<file path="src/sv/ikp_isqrt.sv">
module ikp_isqrt #(
	parameter int WIDTH  = 32,
	parameter int SIDE_W = 1
) (
	input  logic                 clk,
	input  logic                 arst_n,
	input  logic                 en,
	input  logic                 in_vld,
	input  logic [WIDTH-1:0]     in_rad,
	input  logic [SIDE_W-1:0]    in_side,
	output logic                 out_vld,
	output logic [WIDTH/2-1:0]   out_root,
	output logic [SIDE_W-1:0]    out_side
);
	localparam int NS = WIDTH / 2;

	logic              vld_s  [0:NS];
	logic [WIDTH-1:0]  rem_s  [0:NS];
	logic [WIDTH-1:0]  res_s  [0:NS];
	logic [SIDE_W-1:0] side_s [0:NS];

	assign vld_s[0]  = in_vld;
	assign rem_s[0]  = in_rad;
	assign res_s[0]  = '0;
	assign side_s[0] = in_side;

	for (genvar k = 0; k < NS; k++) begin : g_step
		localparam logic [WIDTH-1:0] BIT = {{(WIDTH-1){1'b0}}, 1'b1} << (WIDTH - 2 - 2 * k);
		logic [WIDTH:0] trial;
		logic           take;

		assign trial = {1'b0, res_s[k]} + {1'b0, BIT};
		assign take  = ({1'b0, rem_s[k]} >= trial);

		always_ff @(posedge clk or negedge arst_n) begin
			if (!arst_n) begin
				vld_s[k+1] <= 1'b0;
			end else if (en) begin
				vld_s[k+1] <= vld_s[k];
			end
		end

		always_ff @(posedge clk) begin
			if (en) begin
				rem_s[k+1]  <= take ? rem_s[k] - trial[WIDTH-1:0] : rem_s[k];
				res_s[k+1]  <= take ? (res_s[k] >> 1) + BIT : res_s[k] >> 1;
				side_s[k+1] <= side_s[k];
			end
		end
	end

	assign out_vld  = vld_s[NS];
	assign out_root = res_s[NS][NS-1:0];
	assign out_side = side_s[NS];

`ifndef SYNTHESIS
	a_root_fits: assert property (@(posedge clk) disable iff (!arst_n)
		vld_s[NS] |-> (res_s[NS][WIDTH-1:NS] == '0))
		else $error("square root overflows its width");
`endif

endmodule

</file>
<file path="config.mk">
export PLATFORM = sky130hd
export DESIGN_NAME = ikp_isqrt
export DESIGN_NICKNAME = d
export VERILOG_FILES = /design/src/sv/ikp_isqrt.sv
export SDC_FILE = /design/constraint.sdc
export NUM_CORES = 1
export LEC_CHECK = 0
export ABC_AREA = 1
export BUFFER_PORTS_ARGS = -buffer_cell sky130_fd_sc_hd__clkbuf_2
export CAP_MARGIN = 20
export CORE_ASPECT_RATIO = 0.7
export CORE_MARGIN = 3
export CORE_UTILIZATION = 35
export CTS_CLUSTER_DIAMETER = 30
export DETAILED_ROUTE_END_ITERATION = 12
export MAX_ROUTING_LAYER = met4
export PLACE_DENSITY = 0.6
export SYNTH_ARGS = -nofsm -noshare
export SYNTH_HDL_FRONTEND = slang
export SYNTH_SLANG_ARGS = --single-unit
</file>
<file path="constraint.sdc">
create_clock -name clk -period 3.65 [get_ports clk]
set_clock_uncertainty 0.15 [all_clocks]
set_input_delay 0.1825 -clock clk [delete_from_list [all_inputs] [get_ports clk]]
set_output_delay 0.1825 -clock clk [all_outputs]
set_load 0.005 [all_outputs]
</file>
# --- Word-level counts from Yosys, hierarchy flattened ---
# Cells that the tools add are included.
word_totals:
  register_bits: 1008
  inputBits: 37
  out_inout_bits: 18
  word_cells: 169
classes:
  add_sub_neg: 45
  magnitude_cmp: 16
  n_mux: 31
op_table:
  columns: ["operator", "count"]
  rows:
  - [">= comparator 32 x 33 -> 1 bit", 15]
  - ["two-way mux 32 bit", 15]
  - ["two-way mux 31 bit", 15]
  - ["subtractor 32 bit", 14]
  - ["adder 32 x 1 -> 33 bit, second input constant", 1]
  - ["adder 32 x 11 -> 33 bit, second input constant", 1]
  - ["adder 32 x 13 -> 33 bit, second input constant", 1]
  - ["adder 32 x 15 -> 33 bit, second input constant", 1]
  - ["adder 32 x 17 -> 33 bit, second input constant", 1]
  - ["adder 32 x 19 -> 33 bit, second input constant", 1]
  - ["adder 32 x 21 -> 33 bit, second input constant", 1]
  - ["adder 32 x 23 -> 33 bit, second input constant", 1]
  - ["adder 32 x 25 -> 33 bit, second input constant", 1]
  - ["adder 32 x 27 -> 33 bit, second input constant", 1]
  - ["adder 32 x 29 -> 33 bit, second input constant", 1]
  - ["adder 32 x 3 -> 33 bit, second input constant", 1]
  - ["adder 32 x 5 -> 33 bit, second input constant", 1]
  - ["adder 32 x 7 -> 33 bit, second input constant", 1]
  - ["adder 32 x 9 -> 33 bit, second input constant", 1]
  - ["adder 31 x 11 -> 32 bit, second input constant", 1]
  - ["adder 31 x 13 -> 32 bit, second input constant", 1]
  - ["adder 31 x 15 -> 32 bit, second input constant", 1]
  - ["adder 31 x 17 -> 32 bit, second input constant", 1]
  - ["adder 31 x 19 -> 32 bit, second input constant", 1]
  - ["other kinds (13)", 13]

# --- Depth between registers and ports, before layout ---
depth:
  word_depth: 3
  ltp_mapped: 16
  depth_no_buf: 15

# --- Worst setup path before layout ---
# OpenSTA, ideal clock, no wires.
synth_path:
  kind: "register -> register"
  start: "register rem_s[102] (netlist name)"
  end: "register rem_s[75] (netlist name) (data pin)"
  setup_time_ns: 0.252
  arrival_ns: 1.732
  t_required_ns: 3.248
  setup_slack_ns: 1.515
  stages_incl_launch_ff: 15
  n_path_buf: 2
  synth_period_minus_slack_ns: 2.135
  path_cell_list: "edfxtp_1 > ha_1 > buf_2 > o21ai_1 > nand2_1 > nand2_1 > nand2_1 > nand2_1 > nand2_1 > nand2_2 > nand2_4 > inv_4 > buf_6 > nand2_1 > nand2_1"
synth_between:
  elab_chain_cells: 2
  elab_cells_between_ends: 3
  cone_classes: "add/sub: 1; order compare: 1; mux: 1"
synth_lines:
  columns: ["item", "line_no", "rtl"]
  rows:
  - ["start, declared", "18", "logic [WIDTH-1:0] rem_s [0:NS];"]
  - ["start signal, assigned by index", "45", "rem_s[k+1] <= take ? rem_s[k] - trial[WIDTH-1:0] : rem_s[k];"]
  - ["subtractor 32 bit / >= comparator 32 x 33 -> 1 bit (equally long branches)", "45, 33", null]
  - ["two-way mux 32 bit *", "45", null]
# Every way passes the cells marked *; elsewhere a longest branch is shown, timed or not.
# A chain may end at the register's enable or synchronous reset.

# --- Worst setup path after layout ---
layout_path:
  start: "register res_s[78] (netlist name)"
  end: "register rem_s[40] (netlist name) (data pin)"
layout_between:
  elab_chain_cells: 3
layout_lines:
  columns: ["item", "line_no", "rtl"]
  rows:
  - ["start, declared", "19", "logic [WIDTH-1:0] res_s [0:NS];"]
  - ["start signal, assigned by index", "46", "res_s[k+1] <= take ? (res_s[k] >> 1) + BIT : res_s[k] >> 1;"]
  - ["adder 32 x 3 -> 33 bit", "32", "assign trial = {1'b0, res_s[k]} + {1'b0, BIT};"]
  - [">= comparator 32 x 33 -> 1 bit", "33", "assign take = ({1'b0, rem_s[k]} >= trial);"]
  - ["two-way mux 32 bit", "45", null]
# No other way between the ends.

==> results.json <==
{
  "track_usage_pct": 19.9,
  "pwr-share-seq_pct": 38.5,
  "cts_tree": "done",
  "switching_share_pct": 31.3,
  "synth_cells": 3876,
  "r2r_cells": 12,
  "wl_per_cell_um": 18.3,
  "ys_top_cells_by_count": "nand2_1, edfxtp_1, inv_1",
  "cap_violations": 0,
  "critPathKind": "flip-flop to flip-flop",
  "yosysMostFrequentCell": "nand2_1",
  "die_area_um2": 104000,
  "initial_core_util_pct": 35.5,
  "clockBufferDepth": 3,
  "fin_crit_ps": 3010,
  "yosysSeqAreaShare_pct": 55.4,
  "clock.fmax_mhz": 333,
  "first_iter_violations": 2954,
  "synth_nets": 4063,
  "min_path_type": "input pin to flip-flop",
  "drt_wl_total_mm": 101,
  "startpoint_type": "flip-flop",
  "r2r_start": "res_s[78]$_DFFE_PP_",
  "r2r_end": "rem_s[40]$_DFFE_PP_",
  "antenna_found_initial": 0,
  "path_max_fanout": 25,
  "drc": 0,
  "synth_edf_count": 632,
  "root_buffer": "clkbuf_16",
  "gp_congestion": 0.967,
  "synthAdderAreaFrac_pct": 5.36,
  "combinationalPowerShare_pct": 18.8,
  "p_int_mw": 17.9,
  "leakage_nw": 18.3,
  "hold_depth": 2,
  "grt_pass1_wl_mm": 152,
  "fp.coreArea_um2": 98600,
  "synthTopCellsByArea": "edfxtp_1, nand2_1, inv_1, ha_1, nor2_1",
  "p_per_area_nw_per_um2": 628,
  "ant_nets": 0,
  "synth.mux.area_fraction_pct": 0,
  "cts.sinks": 648,
  "cts_resized": 0,
  "dp_cells": 5250,
  "hold_end": "rem_s[487]$_DFFE_PP_",
  "layoutNonFillerInstCount": 5512,
  "yosysTopAreaCell": "edfxtp_1",
  "n_fill_cell": 9608,
  "postSynth.asyncResetShare_pct": 2.47,
  "die_height_um": 271,
  "required_ps": 3970,
  "grt_setup_unrepaired": "no",
  "crit_chain": "inv_1, ha_1, nand2_1, nor2_1, and2_1, nand2_1, nand2_1, nand2_2, nand2_2, inv_2, nand2_1, nand2_1",
  "vias": 26905,
  "numCtsBuffers": 114,
  "drive_gt1_share_pct": 9.19,
  "clkTransAtPathRegs_ps": 60,
  "vias_per_cell": 4.88,
  "clockPowerShare_pct": 42.7,
  "synth_xor_area_share_pct": 2.68,
  "drt_pre_antenna_iters": 6,
  "synth_top_family_by_area": "simple AND/OR/NAND/NOR gates",
  "worstMarginPinSlew_ps": 952,
  "io_buffer_count": 54,
  "end_kind": "flip-flop",
  "ios": 55,
  "slew_violations": 0,
  "synthToLayoutAreaGrowth_pct": 18.7,
  "htreeDepth": 3,
  "synth_top_area_share_pct": 54.2,
  "avgSynthCellArea_um2": 9.03,
  "synth_top_flop_cell": "edfxtp_1",
  "cp_common_cell": "nand2_1",
  "p_switching_mw": 8.17,
  "hp-start": "in_rad[7]",
  "grt_max_degree": 110,
  "synth_cell_types": 51,
  "dp_hpwl_mm": 77.8,
  "critPathSlowestCell": "nor2_1",
  "crit_arrival_ps": 3320,
  "synth-seq-cells": 648,
  "n_antenna_cell": 0,
  "synth_compound_area_share_pct": 4.99,
  "setup_viol": 0,
  "yosys.area_share.simple_pct": 24.4,
  "fin_crit_sh_pct": 82.4,
  "utilization_pct": 42.1,
  "fin_nets": 4278,
  "finalHoldViolCount": 0,
  "setup_tns_ps": 0,
  "fp.dieW_um": 384,
  "grt_pass1_vias": 24560,
  "peakVddDrop_uv": 452,
  "cpPeakStageDelay_ps": 440,
  "r2r_slack_ps": 640,
  "synth_warnings": 0,
  "overflow": 0,
  "clk_latency_ps": 720,
  "netlist_area_um2": 35000,
  "fin_total_pwr_mw": 26.1,
  "status": "finished, final reports clean",
  "max_slew_margin_pct": 36.0,
  "rows": 96
}
-- cells in the final DEF, fill, tap and decap left out, types with 33 or more instances in the layout --
cell | synthesis | final
clkbuf_16 | 0 | 116
ha_1 | 150 | 150
nand3_1 | 235 | 235
edfxtp_1 | 632 | 632
nor3_1 | 61 | 61
nand4_1 | 57 | 57
inv_1 | 598 | 598
xor2_1 | 71 | 71
a21oi_1 | 134 | 134
o21ai_0 | 77 | 77
a21oi_2 | 33 | 33
nand2_1 | 1188 | 1188
xnor2_1 | 36 | 36
nor2_1 | 378 | 378
dlygate4sd3_1 | 0 | 48
clkbuf_2 | 0 | 53
-- sequential cells by signal, indices dropped and copies added (netlist names) --
name and cells:
out_vld 1, res_s 120, rem_s 480, side_s 15
out_root 16, out_side 1, vld_s 15
-- cell families after synthesis --
logic type / count (synthesis)
and+or+nand+nor: 2030
adders and majority gates: 150
DFF: 648
AOI/OAI and AO/OA: 301
buffers and inverters: 640
xor gates and xnor gates: 107
-- power groups by stage --
stage	Sequential (mW)	Clock, mW	Combinational (mW)
after floorplan	9.79	0	3.36
after global routing	10.1	11.8	5.54
final	10.0	11.2	4.91
after detailed placement	10.1	0	4.74
after global placement	10.2	0	4.75
after CTS	10.0	11.4	4.82
-- how the worst max path moves through the flow --
stage                         startpoint                   to  slack (ps)  cells after the start
finish               res_s[78]$_DFFE_PP_  rem_s[40]$_DFFE_PP_         640                     12
global route         res_s[71]$_DFFE_PP_  rem_s[36]$_DFFE_PP_         490                     15
CTS                  res_s[72]$_DFFE_PP_  rem_s[52]$_DFFE_PP_         750                     14
detailed placement   res_s[72]$_DFFE_PP_  rem_s[52]$_DFFE_PP_         770                     14
global placement     rem_s[80]$_DFFE_PP_  rem_s[40]$_DFFE_PP_         680                     10
floorplan           rem_s[102]$_DFFE_PP_  rem_s[75]$_DFFE_PP_        1520                     14
-- worst max-delay path, delay by kind of cell (launching register included) --
kind / cells / cell delay, ps
adders and majority gates: 1 / 350
buffers and inverters: 2 / 330
DFF: 1 / 380
and+or+nand+nor: 9 / 1540
-- final cells by class --
| class | instances | area, um2 | area share [%] |
|---|---|---|---|
| Clock buffer | 124 | 2930 | 7.06 |
| Clock inverter | 90 | 1170 | 2.83 |
| Inverter | 611 | 2300 | 5.53 |
| Multi-Input combinational cell | 2588 | 13100 | 31.5 |
| Sequential cell | 648 | 19400 | 46.6 |
| Tap cell | 1323 | 1660 | 3.98 |
| Timing Repair Buffer | 128 | 1020 | 2.45 |
-- repair_timing --
item,CTS,global route
hold buffers,48,0
buffers inserted,0,0
endpoints found under the hold margin,103,0
endpoints found under the setup margin,0,0
-- metrics by stage --
stage	hold WS [ps]	worst slack [ps]	area, um2
4_1_cts	0.859	747	41500
3_5_place_dp	-15.5	773	37000
3_3_place_gp	-22.0	682	36900
2_1_floorplan	-263	1520	35000
6_report	64.4	643	41500
5_1_grt	30.6	487	41500
-- per-layer routing --
layer / up-vias / track usage, % / wire (um)
met5: - / - / 0
met4: 0 / 3.96 / 1720
met3: 152 / 6.83 / 11500
met2: 1031 / 21.4 / 33300
met1: 12498 / 33.3 / 54400
li1: 13224 / - / -
Note: power is estimated with default switching activity, not from simulation.
